**src/rtl/pdlz_pkg.sv**
```systemverilog
// ----------------------------------------------------------------------------
// pdlz_pkg
// Shared types and constants for the PalmDoc LZ77 decompressor: command
// codes passed from the front end to the back end, and decode constants.
// ----------------------------------------------------------------------------
package pdlz_pkg;

    localparam int HIST_DEPTH_DEFAULT = 2048;
    localparam int LEN_BITS           = 3;
    localparam int LEN_BIAS           = 3;
    localparam int DIST_W             = 11;
    localparam int CODE_DIST_MSB      = 13;
    localparam int RUN_W              = 4;
    localparam int CMD_FIFO_DEPTH     = 2;

    localparam logic [7:0] LIT_COUNT_MAX = 8'd8;
    localparam logic [7:0] PAIR_LO       = 8'h80;
    localparam logic [7:0] SPACE_LO      = 8'hc0;
    localparam logic [7:0] SPACE_CHAR    = 8'h20;
    localparam logic [7:0] SPACE_XOR     = 8'h80;

    typedef enum logic [1:0] {
        CMD_LIT   = 2'd0,
        CMD_SPACE = 2'd1,
        CMD_COPY  = 2'd2,
        CMD_ERR   = 2'd3
    } cmd_kind_t;

    typedef struct packed {
        cmd_kind_t         kind;
        logic              start;
        logic [7:0]        data;
        logic [DIST_W-1:0] distance;
        logic [RUN_W-1:0]  len;
    } cmd_t;

endpackage

```
**src/rtl/pdlz_cmd_fifo.sv**
```systemverilog
// ----------------------------------------------------------------------------
// pdlz_cmd_fifo
// Short command queue between the front end and the back end.
// ----------------------------------------------------------------------------
module pdlz_cmd_fifo import pdlz_pkg::*; (
    input  logic aclk,
    input  logic aresetn,
    input  logic push,
    input  cmd_t push_data,
    output logic full,
    input  logic pop,
    output cmd_t pop_data,
    output logic empty
);

    localparam int IW = (CMD_FIFO_DEPTH > 1) ? $clog2(CMD_FIFO_DEPTH) : 1;
    localparam int CW = $clog2(CMD_FIFO_DEPTH + 1);

    cmd_t          entry_reg [CMD_FIFO_DEPTH];
    logic [IW-1:0] wr_ptr_reg, wr_ptr_next;
    logic [IW-1:0] rd_ptr_reg, rd_ptr_next;
    logic [CW-1:0] count_reg, count_next;
    logic          do_push, do_pop;

    assign full     = (count_reg == CW'(CMD_FIFO_DEPTH));
    assign empty    = (count_reg == '0);
    assign do_push  = push && !full;
    assign do_pop   = pop && !empty;
    assign pop_data = entry_reg[rd_ptr_reg];

    always_comb begin
        wr_ptr_next = wr_ptr_reg;
        rd_ptr_next = rd_ptr_reg;
        count_next  = count_reg;
        if (do_push) begin
            wr_ptr_next = (wr_ptr_reg == IW'(CMD_FIFO_DEPTH - 1)) ? '0 : wr_ptr_reg + 1'b1;
        end
        if (do_pop) begin
            rd_ptr_next = (rd_ptr_reg == IW'(CMD_FIFO_DEPTH - 1)) ? '0 : rd_ptr_reg + 1'b1;
        end
        if (do_push && !do_pop) begin
            count_next = count_reg + 1'b1;
        end else if (do_pop && !do_push) begin
            count_next = count_reg - 1'b1;
        end
    end

    always_ff @(posedge aclk) begin
        if (do_push) begin
            entry_reg[wr_ptr_reg] <= push_data;
        end
    end

    always_ff @(posedge aclk) begin
        if (!aresetn) begin
            wr_ptr_reg <= '0;
            rd_ptr_reg <= '0;
            count_reg  <= '0;
        end else begin
            wr_ptr_reg <= wr_ptr_next;
            rd_ptr_reg <= rd_ptr_next;
            count_reg  <= count_next;
        end
    end

endmodule

```
**config.mk**
```make
export PLATFORM = sky130hd
export DESIGN_NAME = pdlz_cmd_fifo
export DESIGN_NICKNAME = d
export VERILOG_FILES = /design/src/rtl/pdlz_pkg.sv /design/src/rtl/pdlz_cmd_fifo.sv
export SDC_FILE = /design/constraint.sdc
export NUM_CORES = 1
export LEC_CHECK = 0
export BUFFER_PORTS_ARGS = -buffer_cell sky130_fd_sc_hd__buf_4
export CAP_MARGIN = 20
export CORE_MARGIN = 1
export CORE_UTILIZATION = 46
export DETAILED_ROUTE_END_ITERATION = 10
export PLACE_DENSITY = 0.74
export SETUP_SLACK_MARGIN = 0.5
export SLEW_MARGIN = 20
export SYNTH_ARGS = -nofsm -noshare
export SYNTH_HDL_FRONTEND = slang
export SYNTH_SLANG_ARGS = --single-unit
```
**constraint.sdc**
```tcl
create_clock -name aclk -period 2 [get_ports aclk]
set_input_delay 0.4 -clock aclk [delete_from_list [all_inputs] [get_ports aclk]]
set_output_delay 0.4 -clock aclk [all_outputs]
set_load 0.1 [all_outputs]
```
==> out/results.txt <==
outcome -> finished, final reports clean
# port buffers -> 57
Placed Instances -> 218
Die H -> 69.7 um
CTS max path bufs -> 2
synthesized area per cell -> 19.9 um^2
area grow syn2layout -> 59.1%
clk sinks -> 57
Worst Path Max Fanout -> 5
synth warn -> 0
Routed Antenna Nets -> 0
Final period util -> 0.878
CP Data Required Time -> 1.60 ns
routability cong. -> 0.674
TritonCTS clock tree -> built
Initial Utilization -> 0.481
Core Area -> 0.00438 mm^2
largest net degree at the start of global routing -> 17
CTS Buf Count -> 9
sequential fraction of the synthesis area -> 0.788
Max Cap Viol -> 0
Finished Core Util -> 0.765
Worst Hold Class -> in2reg
Finished Layout Cells -> 236
worst path cell trace -> buf_6 > mux2_4 > buf_12
dpl ws -> 0.311 ns
Fin Clk Skew -> 0.00523 ns
setup ws final -> 0.244 ns
num rows -> 24
max reg flops -> 52
slew margin rel. -> 0.784
H-tree level count -> 3
CP max stage cell -> dfxtp_4
layout net count -> 211
Power, Total -> 5.67 mW
Async SR Flop Fraction -> 0
VDD IR max -> 0.00158 V
DP HPWL -> 2.53 mm
crit path time final -> 1.76 ns
share of cells above drive strength 1 -> 0.625
remaining global-route overflow -> 0
Ports -> 58
hold buffer count at CTS -> 0
crit start category -> register
Inserted Diodes -> 0
global-route wire length before repair -> 6.67 mm
Synth cell types -> 21
number of synthesized flops with an enable pin -> 52
max-slew violation count -> 0
worst skew pair latency -> 0.32 ns
endpoints failing setup -> 0
Yosys reg bits -> 57
WS Path Type -> reg2out
DRT iter0 DRCs -> 56
RSZ-0062 raised after global routing -> yes
CTS root buf -> clkbuf_8
DRC -> 0
Clock Pin Slew Worst Setup and Hold Paths -> 0.06 ns
Max Clock Freq -> 0.570 GHz
largest stage delay on the critical path -> 0.41 ns
CP bufs+invs -> 2
chip width -> 69.7 um
Crit path max-delay family -> flip-flops
worst slew pin tran -> 0.325 ns
synthesized area -> 0.00211 mm^2
Static Leak -> 1.32 nW
power per standard cell area -> 1690 mW/mm^2
Synth Instances -> 106
Hold Fails Final Rpt -> 0
Post-Route WL -> 4.05 mm
vias in the first global route -> 1,334
vias per inst -> 5.04
top_reg_cell synth -> edfxtp_1
setup_tns -> 0 ns
Die ar. -> 0.00486 mm^2
DR WL/cell -> 17.1 um
GRT Util Overall -> 0.187
crit path DAT -> 1.36 ns
Critical Path End Type -> primary output
initial antenna violation count -> 0
DR pass1 iterations -> 2
vias -> 1,189
Mapped Nets -> 137
-- per-layer routing --
layer  routed length, um  up-vias  global-route usage
met5                   0        -                   0
met4                  59        0              0.0867
met2                2310       34               0.338
li1                    -      551                   -
met3                 192        6              0.0581
met1                1490      598               0.199
-- power breakdown --
group	internal, mW	total (mW)	leakage (nW)	switching, mW
Clock	0.422	0.830	0.0811	0.409
Sequential	1.52	1.61	0.529	0.0929
Combinational	1.26	3.23	0.712	1.97
Total	3.20	5.67	1.32	2.47
-- cell usage after synthesis, types with 2 or more instances --
cell type	instances	share of area
mux2_2	26	0.14
and2_1	3	0.0089
buf_4	2	0.0071
dfxtp_1	5	0.047
nor2_1	2	0.0036
edfxtp_1	52	0.74
xnor2_1	2	0.0083
-- through the flow --
stage               hold WS [ns]  instance area, um^2
finish                     0.264                 3350
global placement           0.548                 2750
CTS                        0.253                 3330
global route               0.249                 3350
detailed placement         0.580                 2750
floorplan                  0.499                 2230
-- logic make-up (layout without fill, tap and decap cells) --
logic type,count (synthesis),after routing,share of synthesized area
xor+xnor,3,3,0.0125
fa+ha+maj,1,1,0.00593
flops,57,57,0.788
mux,26,26,0.139
compound gates,5,5,0.0154
simple gates,9,9,0.0261
buf+inv,5,83,0.0130
-- cell usage in the layout (no fill, tap or decap), types with 3 or more instances in the layout --
master / instances
clkbuf_8: 9
clkinv_2: 3
buf_4: 33
edfxtp_1: 52
mux2_4: 26
buf_12: 29
clkinv_1: 3
and2_1: 3
dfxtp_4: 3
-- worst paths after layout --
path	from	cells past startpoint	slack, ns	to
max	register	3	0.24	pop_data[19]
min	push_data[23]	1	0.26	entry_reg[1][23]
max reg2reg	count_reg[0]	7	0.53	count_reg[1]
min reg2reg	count_reg[1]	2	0.55	count_reg[1]
-- area by class of cell --
type	count	area (um^2)
clock buffer	9	124
clock inverter	6	26.3
timing repair buffer	66	881
fill	241	1030
tap	52	65.1
inverter	2	20.0
sequential	57	1670
multi-input combinational	44	566
-- timing repair --
item | in CTS | in global routing
setup buffers | 3 | 0
gates resized for setup | 96 | 5
setup endpoints to repair | 29 | 29
pin swaps | 1 | 0
No activity file was read; power rests on OpenSTA's default activity.
