### config.mk
export PLATFORM = sky130hd
export DESIGN_NAME = pdlz_front
export DESIGN_NICKNAME = d
export VERILOG_FILES = /design/src/rtl/pdlz_pkg.sv /design/src/rtl/pdlz_front.sv
export SDC_FILE = /design/constraint.sdc
export NUM_CORES = 1
export LEC_CHECK = 0
export BUFFER_PORTS_ARGS = -buffer_cell sky130_fd_sc_hd__clkbuf_2
export CAP_MARGIN = 20
export CORE_MARGIN = 10
export CORE_UTILIZATION = 36
export CTS_BUF_LIST = sky130_fd_sc_hd__clkbuf_4 sky130_fd_sc_hd__clkbuf_8
export CTS_CLUSTER_SIZE = 24
export DETAILED_ROUTE_END_ITERATION = 8
export HOLD_SLACK_MARGIN = 0.1
export PLACE_DENSITY = 0.56
export SLEW_MARGIN = 40
export SYNTH_ARGS = -nofsm -noshare
export SYNTH_HDL_FRONTEND = slang
export SYNTH_SLANG_ARGS = --single-unit
### constraint.sdc
create_clock -name aclk -period 15.6 [get_ports aclk]
set_clock_uncertainty 0.05 [all_clocks]
set_input_delay 1.56 -clock aclk [delete_from_list [all_inputs] [get_ports aclk]]
set_output_delay 1.56 -clock aclk [all_outputs]
set_load 0.1 [all_outputs]
### src/rtl/pdlz_pkg.sv
// ----------------------------------------------------------------------------
// pdlz_pkg
// Shared types and constants for the PalmDoc LZ77 decompressor: command
// codes passed from the front end to the back end, and decode constants.
// ----------------------------------------------------------------------------
package pdlz_pkg;

    localparam int HIST_DEPTH_DEFAULT = 2048;
    localparam int LEN_BITS           = 3;
    localparam int LEN_BIAS           = 3;
    localparam int DIST_W             = 11;
    localparam int CODE_DIST_MSB      = 13;
    localparam int RUN_W              = 4;
    localparam int CMD_FIFO_DEPTH     = 2;

    localparam logic [7:0] LIT_COUNT_MAX = 8'd8;
    localparam logic [7:0] PAIR_LO       = 8'h80;
    localparam logic [7:0] SPACE_LO      = 8'hc0;
    localparam logic [7:0] SPACE_CHAR    = 8'h20;
    localparam logic [7:0] SPACE_XOR     = 8'h80;

    typedef enum logic [1:0] {
        CMD_LIT   = 2'd0,
        CMD_SPACE = 2'd1,
        CMD_COPY  = 2'd2,
        CMD_ERR   = 2'd3
    } cmd_kind_t;

    typedef struct packed {
        cmd_kind_t         kind;
        logic              start;
        logic [7:0]        data;
        logic [DIST_W-1:0] distance;
        logic [RUN_W-1:0]  len;
    } cmd_t;

endpackage

### src/rtl/pdlz_front.sv
// ----------------------------------------------------------------------------
// pdlz_front
// Accepts compressed bytes, tracks literal runs and pending pairs, checks
// back reference distances and issues one command per decoded token.
// ----------------------------------------------------------------------------
module pdlz_front import pdlz_pkg::*; #(
    parameter int HISTORY_DEPTH = HIST_DEPTH_DEFAULT
) (
    input  logic       aclk,
    input  logic       aresetn,
    input  logic       s_valid,
    output logic       s_ready,
    input  logic [7:0] s_in_byte,
    input  logic       s_start_of_record,
    input  logic       cmd_full,
    output logic       cmd_push,
    output cmd_t       cmd_data
);

    localparam int PW = $clog2(HISTORY_DEPTH + 1);

    logic [RUN_W-1:0] lit_rem_reg, lit_rem_next;
    logic             pend_reg, pend_next;
    logic [7:0]       high_reg, high_next;
    logic [PW-1:0]    prod_reg, prod_next;
    logic             start_pend_reg, start_pend_next;

    logic             accept;
    logic [RUN_W-1:0] lit_eff;
    logic             pend_eff;
    logic [7:0]       high_eff;
    logic [PW-1:0]    prod_eff;
    logic [15:0]      code;
    logic [DIST_W-1:0] distance;
    logic [RUN_W-1:0] len;
    logic [RUN_W-1:0] add_cnt;
    logic [PW:0]      prod_sum;

    assign s_ready = !cmd_full;
    assign accept  = s_valid && s_ready;

    always_comb begin
        lit_eff  = s_start_of_record ? '0 : lit_rem_reg;
        pend_eff = s_start_of_record ? 1'b0 : pend_reg;
        high_eff = s_start_of_record ? 8'd0 : high_reg;
        prod_eff = s_start_of_record ? '0 : prod_reg;
        code     = {high_eff, s_in_byte};
        distance = code[CODE_DIST_MSB:LEN_BITS];
        len      = RUN_W'(code[LEN_BITS-1:0]) + RUN_W'(LEN_BIAS);

        lit_rem_next      = lit_rem_reg;
        pend_next         = pend_reg;
        high_next         = high_reg;
        prod_next         = prod_reg;
        start_pend_next   = start_pend_reg;
        cmd_push          = 1'b0;
        add_cnt           = '0;
        cmd_data.kind     = CMD_LIT;
        cmd_data.start    = s_start_of_record || start_pend_reg;
        cmd_data.data     = s_in_byte;
        cmd_data.distance = distance;
        cmd_data.len      = len;

        if (accept) begin
            lit_rem_next = lit_eff;
            pend_next    = pend_eff;
            high_next    = high_eff;
            if (pend_eff) begin
                pend_next = 1'b0;
                high_next = 8'd0;
                cmd_push  = 1'b1;
                if (distance == '0 || PW'(distance) > prod_eff) begin
                    cmd_data.kind = CMD_ERR;
                end else begin
                    cmd_data.kind = CMD_COPY;
                    add_cnt       = len;
                end
            end else if (lit_eff != '0) begin
                lit_rem_next  = lit_eff - 1'b1;
                cmd_push      = 1'b1;
                cmd_data.kind = CMD_LIT;
                add_cnt       = RUN_W'(1);
            end else if (s_in_byte != 8'd0 && s_in_byte <= LIT_COUNT_MAX) begin
                lit_rem_next = RUN_W'(s_in_byte);
            end else if (s_in_byte < PAIR_LO) begin
                cmd_push      = 1'b1;
                cmd_data.kind = CMD_LIT;
                add_cnt       = RUN_W'(1);
            end else if (s_in_byte >= SPACE_LO) begin
                cmd_push      = 1'b1;
                cmd_data.kind = CMD_SPACE;
                add_cnt       = RUN_W'(2);
            end else begin
                pend_next = 1'b1;
                high_next = s_in_byte;
            end

            prod_sum  = {1'b0, prod_eff} + (PW + 1)'(add_cnt);
            prod_next = (prod_sum > (PW + 1)'(HISTORY_DEPTH)) ?
                        PW'(HISTORY_DEPTH) : prod_sum[PW-1:0];
            start_pend_next = cmd_push ? 1'b0 : (s_start_of_record || start_pend_reg);
        end else begin
            prod_sum = {1'b0, prod_reg};
        end
    end

    always_ff @(posedge aclk) begin
        if (!aresetn) begin
            lit_rem_reg    <= '0;
            pend_reg       <= 1'b0;
            high_reg       <= 8'd0;
            prod_reg       <= '0;
            start_pend_reg <= 1'b0;
        end else begin
            lit_rem_reg    <= lit_rem_next;
            pend_reg       <= pend_next;
            high_reg       <= high_next;
            prod_reg       <= prod_next;
            start_pend_reg <= start_pend_next;
        end
    end

endmodule

==> flow_summary_export.csv, run 1 <==
group,metric,value,unit
synth,yosys.cell_types.count,54,
final_layout,finish.utilization,40.8,%
run,cap_violations,0,
clocking,clock_sinks,24,
floorplan,design.die.area,9810,µm²
global_route,grt_pass1_wl,10500,µm
floorplan,initial_core_util,37.6,%
sta,final.period_utilization,37.6,%
clocking,clockBufferDepth,2,
worst_setup_path,rr_worst_depth,14,
synth,ys_seq_elements,24,
worst_setup_path,worst-setup-path-type,"input port to output port",
clocking,cts.repair.resized,0,
placement,place_congestion,0.898,
power,p_per_area,64.5,nW/µm²
worst_setup_path,arrival,4260,ps
routing,post_drt_wl_per_cell,16.4,µm
final_layout,largest_register_ffs,12,
floorplan,io-pin-count,41,
sta,worst_pin_slew,695,ps
synth,synthAdderAreaFrac,10.3,%
hold_path,hp-class,"flop to flop",
worst_setup_path,cp_max_fo,40,
synth,synth_xor_xnor_area_share,4.67,%
routing,viasPerCell,5.46,
clocking,path_clk_slew,80,ps
global_route,grt_remaining_overflow,0,
clocking,cts_inserted_buffers,3,
floorplan,core-area,5990,µm²
worst_setup_path,r2r-start,"prod_reg[7]",
clocking,htreeDepth,1,
clocking,clk_latency,270,ps
synth,synth_ff_type,"dfxtp_1",
final_layout,areaGrowthSynthToFinish,8.68,%
run_status,outcome,"finished clean",
worst_setup_path,critPathLaunchType,"input port",
sta,timing.final.ws_setup,9730,ps
synth,synth_cells,291,
sta,rsz0062_at_grt,"false",
global_route,grt_antenna_before_repair,0,
synth,synthMuxAreaShare,3.62,%
synth,synth_top_family_by_area,"simple AND/OR/NAND/NOR gates",
hold_path,whs_endpoint,"lit_rem_reg[1]",
synth,synth_area_per_cell,7.73,µm²
sta,fmax,170,MHz
sta,hold_violations,0,
synth,synth-edff-count,0,
routing,firstDrtPassIters,4,
sta,relSlewSlack,53.7,%
placement,portBuffers,40,
global_route,grt_pass1_vias,2030,
power,peakVddDrop,32.5,µV
clocking,post_cts.repair.setup_buffers,0,
clocking,cts_hold_buf,0,
synth,yosys_warnings,0,
worst_setup_path,cp-end-kind,"output port",
sta,slew_violations,0,
worst_setup_path,reg2reg_slack,11290,ps
worst_setup_path,cp_data_required_time,13990,ps
routing,drt_iter0_drc,137,
worst_setup_path,cp-startpoint,"s_start_of_record",
sta,setup_viol,0,
hold_path,min_from,"lit_rem_reg[1]",
sta,fin_crit,5870,ps
floorplan,rows,28,
floorplan,dieHeight,99.1,µm
routing,via_count,2093,
placement,pre_cts_slack,9530,ps
final_layout,antenna_cells,0,
clocking,cts_tree,"built",
global_route,grt_max_degree,41,
synth,seq_area_frac_synth,21.4,%
placement,dp_hpwl,4790,µm
final_layout,nets,341,
clocking,clock-root-buffer,"clkbuf_8",
synth,synth_compound_area_share,23.5,%
hold_path,hold_depth,2,
power,power_leakage,0.00107,µW
power,power,158,µW
global_route,grtUsageTotal,12.7,%
routing,totalWireLength,6290,µm
synth,synthSimpleGateAreaFrac,28.0,%
routing,drc,0,
synth,netlist_area,2250,µm²
final_layout,drive_gt1_share,16.9,%
floorplan,fp.dieW,99.1,µm
routing,ant_nets,0,
worst_setup_path,r2r-end,"prod_reg[0]",
synth,synth-async-reset-ratio,0,%
synth,synth_nets,322,
sta,setup_tns,0,ps
[cell families after synthesis]
logic type               count (synthesis)
adder cells (fa/ha/maj)                 18
multiplexers                             8
AND/OR/NAND/NOR                        112
buffers and inverters                   38
XOR/XNOR                                12
flip-flops                              24
AO/OA/AOI/OAI                           79
[through the flow]
step,cells,hold slack [ps],cell area (µm²)
2_1_floorplan,291,419,2250
3_3_place_gp,380,443,2400
3_5_place_dp,380,445,2400
4_1_cts,383,458,2440
5_1_grt,383,506,2440
6_report,383,455,2440
[where the power goes]
group | switching [µW] | total [µW] | internal, µW | leakage, µW
Sequential | 1.27 | 63.9 | 62.6 | 0.000194
Clock | 20.4 | 37.7 | 17.3 | 0.0000216
Combinational | 43.1 | 56.0 | 12.9 | 0.000857
Total | 64.8 | 158 | 92.8 | 0.00107
[placed cells by master (no fill, tap or decap), drive strengths merged, types with 9 or more instances in the layout]
master	n
clkbuf	43
dfxtp	24
nand2	22
nor2b	18
o21ai	18
a21oi	18
ha	17
nor2	14
nand2b	12
inv	11
xnor2	9
and2	9
[critical path: stages]
cell and delay, ps:
clkbuf_2 520, nor2b_1 170, ha_1 340, o21ai_0 140
o311ai_0 380, nand2_1 140, a211o_1 330, a31oi_1 160
clkbuf_2 490
[area by class of cell]
| class | instances | area, µm² |
|---|---|---|
| multi-input combinational | 229 | 1580 |
| clock buffer | 3 | 41.3 |
| sequential | 24 | 480 |
| inverter | 11 | 41.3 |
| tap | 75 | 93.8 |
| fill | 635 | 3550 |
| timing repair buffer | 41 | 208 |
[worst max-delay path by stage]
stage	depth (start not counted)	to
after CTS	9	cmd_data[24]
after global routing	15	prod_reg[6]
final	9	cmd_data[24]
after floorplan	10	cmd_data[24]
after global placement	16	prod_reg[9]
after detailed placement	15	prod_reg[4]
[routing by layer]
metal  track usage [%]  up-vias  share of wire [%]
li1                  -     1069                  -
met1              17.8      964                 49
met2              19.3       56                 43
met3              2.65        4                6.4
met4              2.98        0               0.81
met5                 0        -                  0
[Yosys cell counts, drive strengths merged, types with 4 or more instances]
master	number	area [µm²]
a22oi	4	30.0
and2	9	56.3
inv	11	41.3
nand3	7	35.0
mux2i	7	70.1
dfxtp	24	480
nor2	14	52.6
xnor2	9	78.8
nand2b	12	77.6
clkbuf	13	48.8
buf	14	103
nor2b	18	113
a21o	7	52.6
o21ai	18	90.1
a21oi	18	90.1
nor4	4	25.0
nand2	22	82.6
nand4	5	31.3
o21a	6	45.0
nor3	7	35.0
ha	17	213
a31oi	4	25.0
Note: power is estimated with default switching activity, not from simulation.
==> inputs of run 2 (changes only) <==
PLACE_DENSITY = 0.58   (was 0.56)
clock period = 4.7 ns   (was 15.6 ns; I/O delays follow)
==> run 2 against run 1 <==
- clock power grew to 3.5 times the previous value
- largest power group unchanged
- global-route usage decreased by 0.096 points
- sequential share of layout area down 0.75 points
==> flow_summary_export.csv, run 2 (synthesized netlist as in run 1, its figures left out) <==
group,metric,value,unit
run_status,outcome,"finished clean",
sta,final.period_utilization,91.8,%
worst_setup_path,cp_data_required_time,4860,ps
worst_setup_path,worst-setup-path-type,"input port to flop",
worst_setup_path,slowest_stage,"or4_4",
worst_setup_path,cpMostUsedCell,"a21oi_1",
worst_setup_path,path_buf_inv,2,
sta,timing.final.ws_setup,385,ps
worst_setup_path,arrival,4470,ps
floorplan,fp.dieW,99.1,µm
power,power_leakage,0.00109,µW
sta,slew_violations,0,
global_route,grtUsageTotal,12.6,%
clocking,clk_latency,280,ps
global_route,grt_pass1_vias,2049,
final_layout,areaGrowthSynthToFinish,13.0,%
global_route,grt_remaining_overflow,0,
power,peakVddDrop,99.2,µV
clocking,clockBufferDepth,2,
global_route,grt_antenna_before_repair,0,
routing,via_count,2129,
placement,pre_cts_slack,134,ps
routing,firstDrtPassIters,4,
placement,portBuffers,40,
sta,rsz0062_at_grt,"false",
worst_setup_path,cp-end-kind,"flop",
placement,place_congestion,0.842,
sta,fin_crit,4310,ps
worst_setup_path,cpPeakStageDelay,540,ps
final_layout,largest_register_ffs,12,
final_layout,mostFrequentLayoutCells,"clkbuf_2, dfxtp_1, nand2_1, a21oi_1",
placement,dp_hpwl,4930,µm
sta,worst_pin_slew,595,ps
floorplan,design.die.area,9810,µm²
global_route,grt_max_degree,28,
floorplan,core-area,5990,µm²
routing,viasPerCell,5.52,
clocking,post_cts.repair.setup_buffers,0,
worst_setup_path,worst_path_dominant_cell_family,"simple AND/OR/NAND/NOR gates",
clocking,clock_sinks,24,
floorplan,rows,28,
clocking,cts_inserted_buffers,3,
floorplan,dieHeight,99.1,µm
worst_setup_path,critPathLaunchType,"input port",
clocking,cts_hold_buf,0,
routing,drt_iter0_drc,155,
run,cap_violations,0,
clocking,cts_tree,"built",
hold_path,hp-class,"flop to flop",
sta,relSlewSlack,60.3,%
global_route,grt_pass1_wl,10400,µm
worst_setup_path,cp_max_fo,17,
clocking,path_clk_slew,100,ps
final_layout,nets,344,
routing,drc,0,
clocking,clock-root-buffer,"clkbuf_8",
clocking,htreeDepth,1,
worst_setup_path,crit_chain,"clkbuf_2 > buf_4 > nand2b_1 > ha_1 > o21a_1 > o21a_1 > o21ai_0 > a21oi_1 > nor4bb_1 > ha_1 > a21oi_1 > o22ai_4 > xnor2_1 > or3_1 > or4_4 > a21oi_1",
sta,hold_violations,0,
floorplan,initial_core_util,37.6,%
final_layout,final_common_cell,"clkbuf_2",
routing,post_drt_wl_per_cell,16.8,µm
routing,ant_nets,0,
sta,setup_viol,0,
final_layout,antenna_cells,0,
sta,fmax,232,MHz
clocking,cts.repair.resized,0,
routing,totalWireLength,6470,µm
sta,setup_tns,0,ps
final_layout,drive_gt1_share,21.2,%
floorplan,io-pin-count,41,
power,p_per_area,210,nW/µm²
-- run 2: path summary, 6_finish.rpt --
| kind | slack, ps | end | start | cells past startpoint |
|---|---|---|---|---|
| worst max register to register | 540 | prod_reg[2] | prod_reg[4] | 14 |
| worst min register to register | 460 | lit_rem_reg[1] | lit_rem_reg[1] | 2 |
| worst min-delay path | 460 | lit_rem_reg[1] | lit_rem_reg[1] | 2 |
| worst max-delay path | 390 | prod_reg[2] | s_start_of_record | 16 |
-- run 2: worst min-delay path, delay by kind of cell (launching register included) --
| family | cells | cell delay (ps) |
|---|---|---|
| DFF | 1 | 340 |
| and+or+nand+nor | 1 | 60 |
| AOI/OAI and AO/OA | 1 | 70 |
-- run 2: layout make-up --
| cell class | count | area, µm² |
|---|---|---|
| Inverter | 11 | 41.3 |
| Multi-Input combinational cell | 229 | 1650 |
| Tap cell | 75 | 93.8 |
| Fill cell | 618 | 3450 |
| Sequential cell | 24 | 480 |
| Clock buffer | 3 | 41.3 |
| Timing Repair Buffer | 44 | 230 |
-- run 2: where the power goes --
| group | switching, µW | internal (µW) | total, µW |
|---|---|---|---|
| logic | 145 | 46.0 | 191 |
| registers | 4.20 | 208 | 212 |
| clock network | 73.2 | 57.6 | 131 |
| total | 222 | 312 | 534 |
-- run 2: metrics by stage --
| step | utilization (%) | cell area, µm² | power, µW | hold WS, ps | cells |
|---|---|---|---|---|---|
| 2_1_floorplan | - | 2350 | 376 | 419 | 291 |
| 3_5_place_dp | 41.7 | 2500 | 408 | 449 | 383 |
| 6_report | 42.4 | 2540 | 534 | 456 | 386 |
| 3_3_place_gp | 41.7 | 2500 | 407 | 438 | 383 |
| 5_1_grt | 42.4 | 2540 | 556 | 512 | 386 |
| 4_1_cts | 42.4 | 2540 | 538 | 463 | 386 |
-- run 2: per-layer routing --
metal / share of wire (%) / global-route usage [%] / vias up / routed length [µm]
met2: 48 / 21.3 / 44 / 3140
met4: 1.1 / 4.19 / 0 / 74
li1: - / - / 1070 / -
met5: 0 / 0 / - / 0
met3: 4.5 / 1.40 / 6 / 293
met1: 46 / 16.1 / 1009 / 2970
==> inputs of run 3 (changes only) <==
clock period = 3.5 ns   (was 4.7 ns; I/O delays follow)
==> run 3 against run 2 <==
- the flow now finishes with violations (negative setup slack)
- wire length up 14%
- global-route usage increased by 1.5 points
- register-to-register slack lost 900 ps
- worst hold slack worse by 38 ps
- largest cell class unchanged
==> flow_summary_export.csv, run 3 (synthesized netlist as in run 1, its figures left out) <==
group,metric,value,unit
run_status,outcome,"complete, but fails checks",
run_status,failed_checks,"negative setup slack",
final_layout,finish.utilization,55.7,%
clocking,cts_hold_buf,0,
sta,hold_violations,0,
placement,portBuffers,40,
final_layout,register_area,490,µm²
worst_setup_path,crit_chain,"nor2b_4 > ha_4 > o21ai_2 > o311ai_2 > nand2_2 > a211o_1 > and3_1 > ha_2 > fa_2 > a211o_1 > and4bb_2 > mux2_4 > nand2_1 > or4_4 > a21oi_2",
global_route,globalRoute.busiestLayer,"met2",
sta,hold_ws,418,ps
clocking,clock-root-buffer,"clkbuf_8",
routing,firstDrtPassIters,4,
run,cap_violations,0,
final_layout,fin_cells,457,
placement,dp_hpwl,5650,µm
worst_setup_path,rr_worst_depth,15,
clocking,clk_latency,280,ps
final_layout,drive_gt1_share,46.3,%
final_layout,mostFrequentLayoutCells,"buf_4, clkbuf_2, nand2_1, dfxtp_1, o21ai_0",
clocking,path_clk_slew,100,ps
routing,post_drt_wl_per_cell,16.2,µm
worst_setup_path,cpMostUsedCell,"a211o_1",
floorplan,fp.dieW,99.1,µm
sta,fin_crit,3860,ps
sta,slew_violations,0,
clocking,clockBufferDepth,2,
routing,via_count,2455,
final_layout,areaGrowthSynthToFinish,48.3,%
worst_setup_path,worst_path_dominant_cell_family,"simple AND/OR/NAND/NOR gates",
power,power,773,µW
global_route,grt_pass1_wl,11700,µm
clocking,htreeDepth,1,
floorplan,initial_core_util,37.6,%
worst_setup_path,r2r-start,"high_reg[2]",
power,power_leakage,0.00152,µW
clocking,clock_sinks,24,
sta,fmax,259,MHz
routing,drt_iter0_drc,172,
routing,ant_nets,0,
floorplan,dieHeight,99.1,µm
worst_setup_path,cp-end-kind,"flop",
worst_setup_path,r2r-end,"prod_reg[0]",
floorplan,rows,28,
hold_path,min_from,"s_start_of_record",
worst_setup_path,reg2reg_slack,-360,ps
global_route,grt_antenna_before_repair,0,
routing,viasPerCell,5.37,
worst_setup_path,path_buf_inv,0,
hold_path,hp-class,"input port to flop",
global_route,grt_remaining_overflow,0,
routing,drc,0,
global_route,grtUsageTotal,14.1,%
global_route,grt_pass1_vias,2383,
sta,timing.final.ws_setup,-358,ps
placement,place_congestion,0.948,
final_layout,multi_input_area,1830,µm²
clocking,cts_tree,"built",
routing,totalWireLength,7390,µm
sta,relSlewSlack,63.3,%
clocking,cts_inserted_buffers,3,
power,p_per_area,232,nW/µm²
power,peakVddDrop,204,µV
worst_setup_path,critPathLaunchType,"flop",
worst_setup_path,cp_max_fo,5,
sta,final.period_utilization,110,%
final_layout,largest_register_ffs,12,
hold_path,whs_endpoint,"prod_reg[10]",
floorplan,design.die.area,9810,µm²
sta,rsz0062_at_grt,"true",
final_layout,antenna_cells,0,
global_route,grt_max_degree,28,
worst_setup_path,cpPeakStageDelay,550,ps
final_layout,final_common_cell,"buf_4",
sta,setup_viol,12,
final_layout,n_fill_cell,551,
placement,dp.cells,451,
worst_setup_path,cp_data_required_time,3660,ps
final_layout,nets,415,
sta,worst_pin_slew,553,ps
worst_setup_path,worst-setup-path-type,"flop to flop",
worst_setup_path,arrival,4020,ps
floorplan,core-area,5990,µm²
worst_setup_path,slowest_stage,"or4_4",
global_route,grtUsageMet3,2.44,%
global_route,grt_use_met1,17.2,%
floorplan,io-pin-count,41,
global_route,grt_util_met2,25.4,%
hold_path,hold_depth,3,
## run 3: worst max path at each step
stage	start	to	depth (start not counted)
after global placement	s_start_of_record	prod_reg[4]	17
after detailed placement	s_start_of_record	prod_reg[4]	18
final	high_reg[2]	prod_reg[0]	15
after CTS	high_reg[2]	prod_reg[0]	13
after global routing	prod_reg[8]	prod_reg[6]	15
after floorplan	s_start_of_record	prod_reg[4]	17
## run 3: layout make-up
type | instances | area share, %
Clock buffer | 3 | 1.24
Inverter | 11 | 1.24
Multi-Input combinational cell | 229 | 54.9
Sequential cell | 24 | 14.7
Tap cell | 75 | 2.81
Timing Repair Buffer | 115 | 25.1
## run 3: layer usage
| layer | part of all wire (%) | vias up |
|---|---|---|
| li1 | - | 1217 |
| met5 | 0 | - |
| met3 | 3.4 | 6 |
| met1 | 45 | 1185 |
| met2 | 51 | 47 |
| met4 | 0.74 | 0 |
## run 3: timing repair
item	in CTS	in global routing
pin swaps	14	22
cloned	0	1
setup endpoints to repair	12	12
gates resized for setup	15	30
setup buffers	0	2
## run 3: tightest hold or removal path, stage by stage
cell and delay, ps:
clkbuf_16 110, a21oi_2 30, o221a_2 220
## run 3: stage by stage
step | TNS, ps | area (µm²) | worst slack [ps]
after floorplan | -9860 | 2420 | -980
after global placement | -7290 | 3070 | -738
after detailed placement | -7650 | 3070 | -769
after CTS | -3280 | 3170 | -445
after global routing | -4600 | 3340 | -508
final | -2760 | 3340 | -358
## run 3: where the power goes
group / leakage (µW) / total [µW] / switching [µW] / internal [µW]
sequential: 0.000198 / 285 / 5.67 / 279
clock: 0.0000216 / 175 / 98.0 / 77.4
combinational: 0.00130 / 313 / 211 / 101
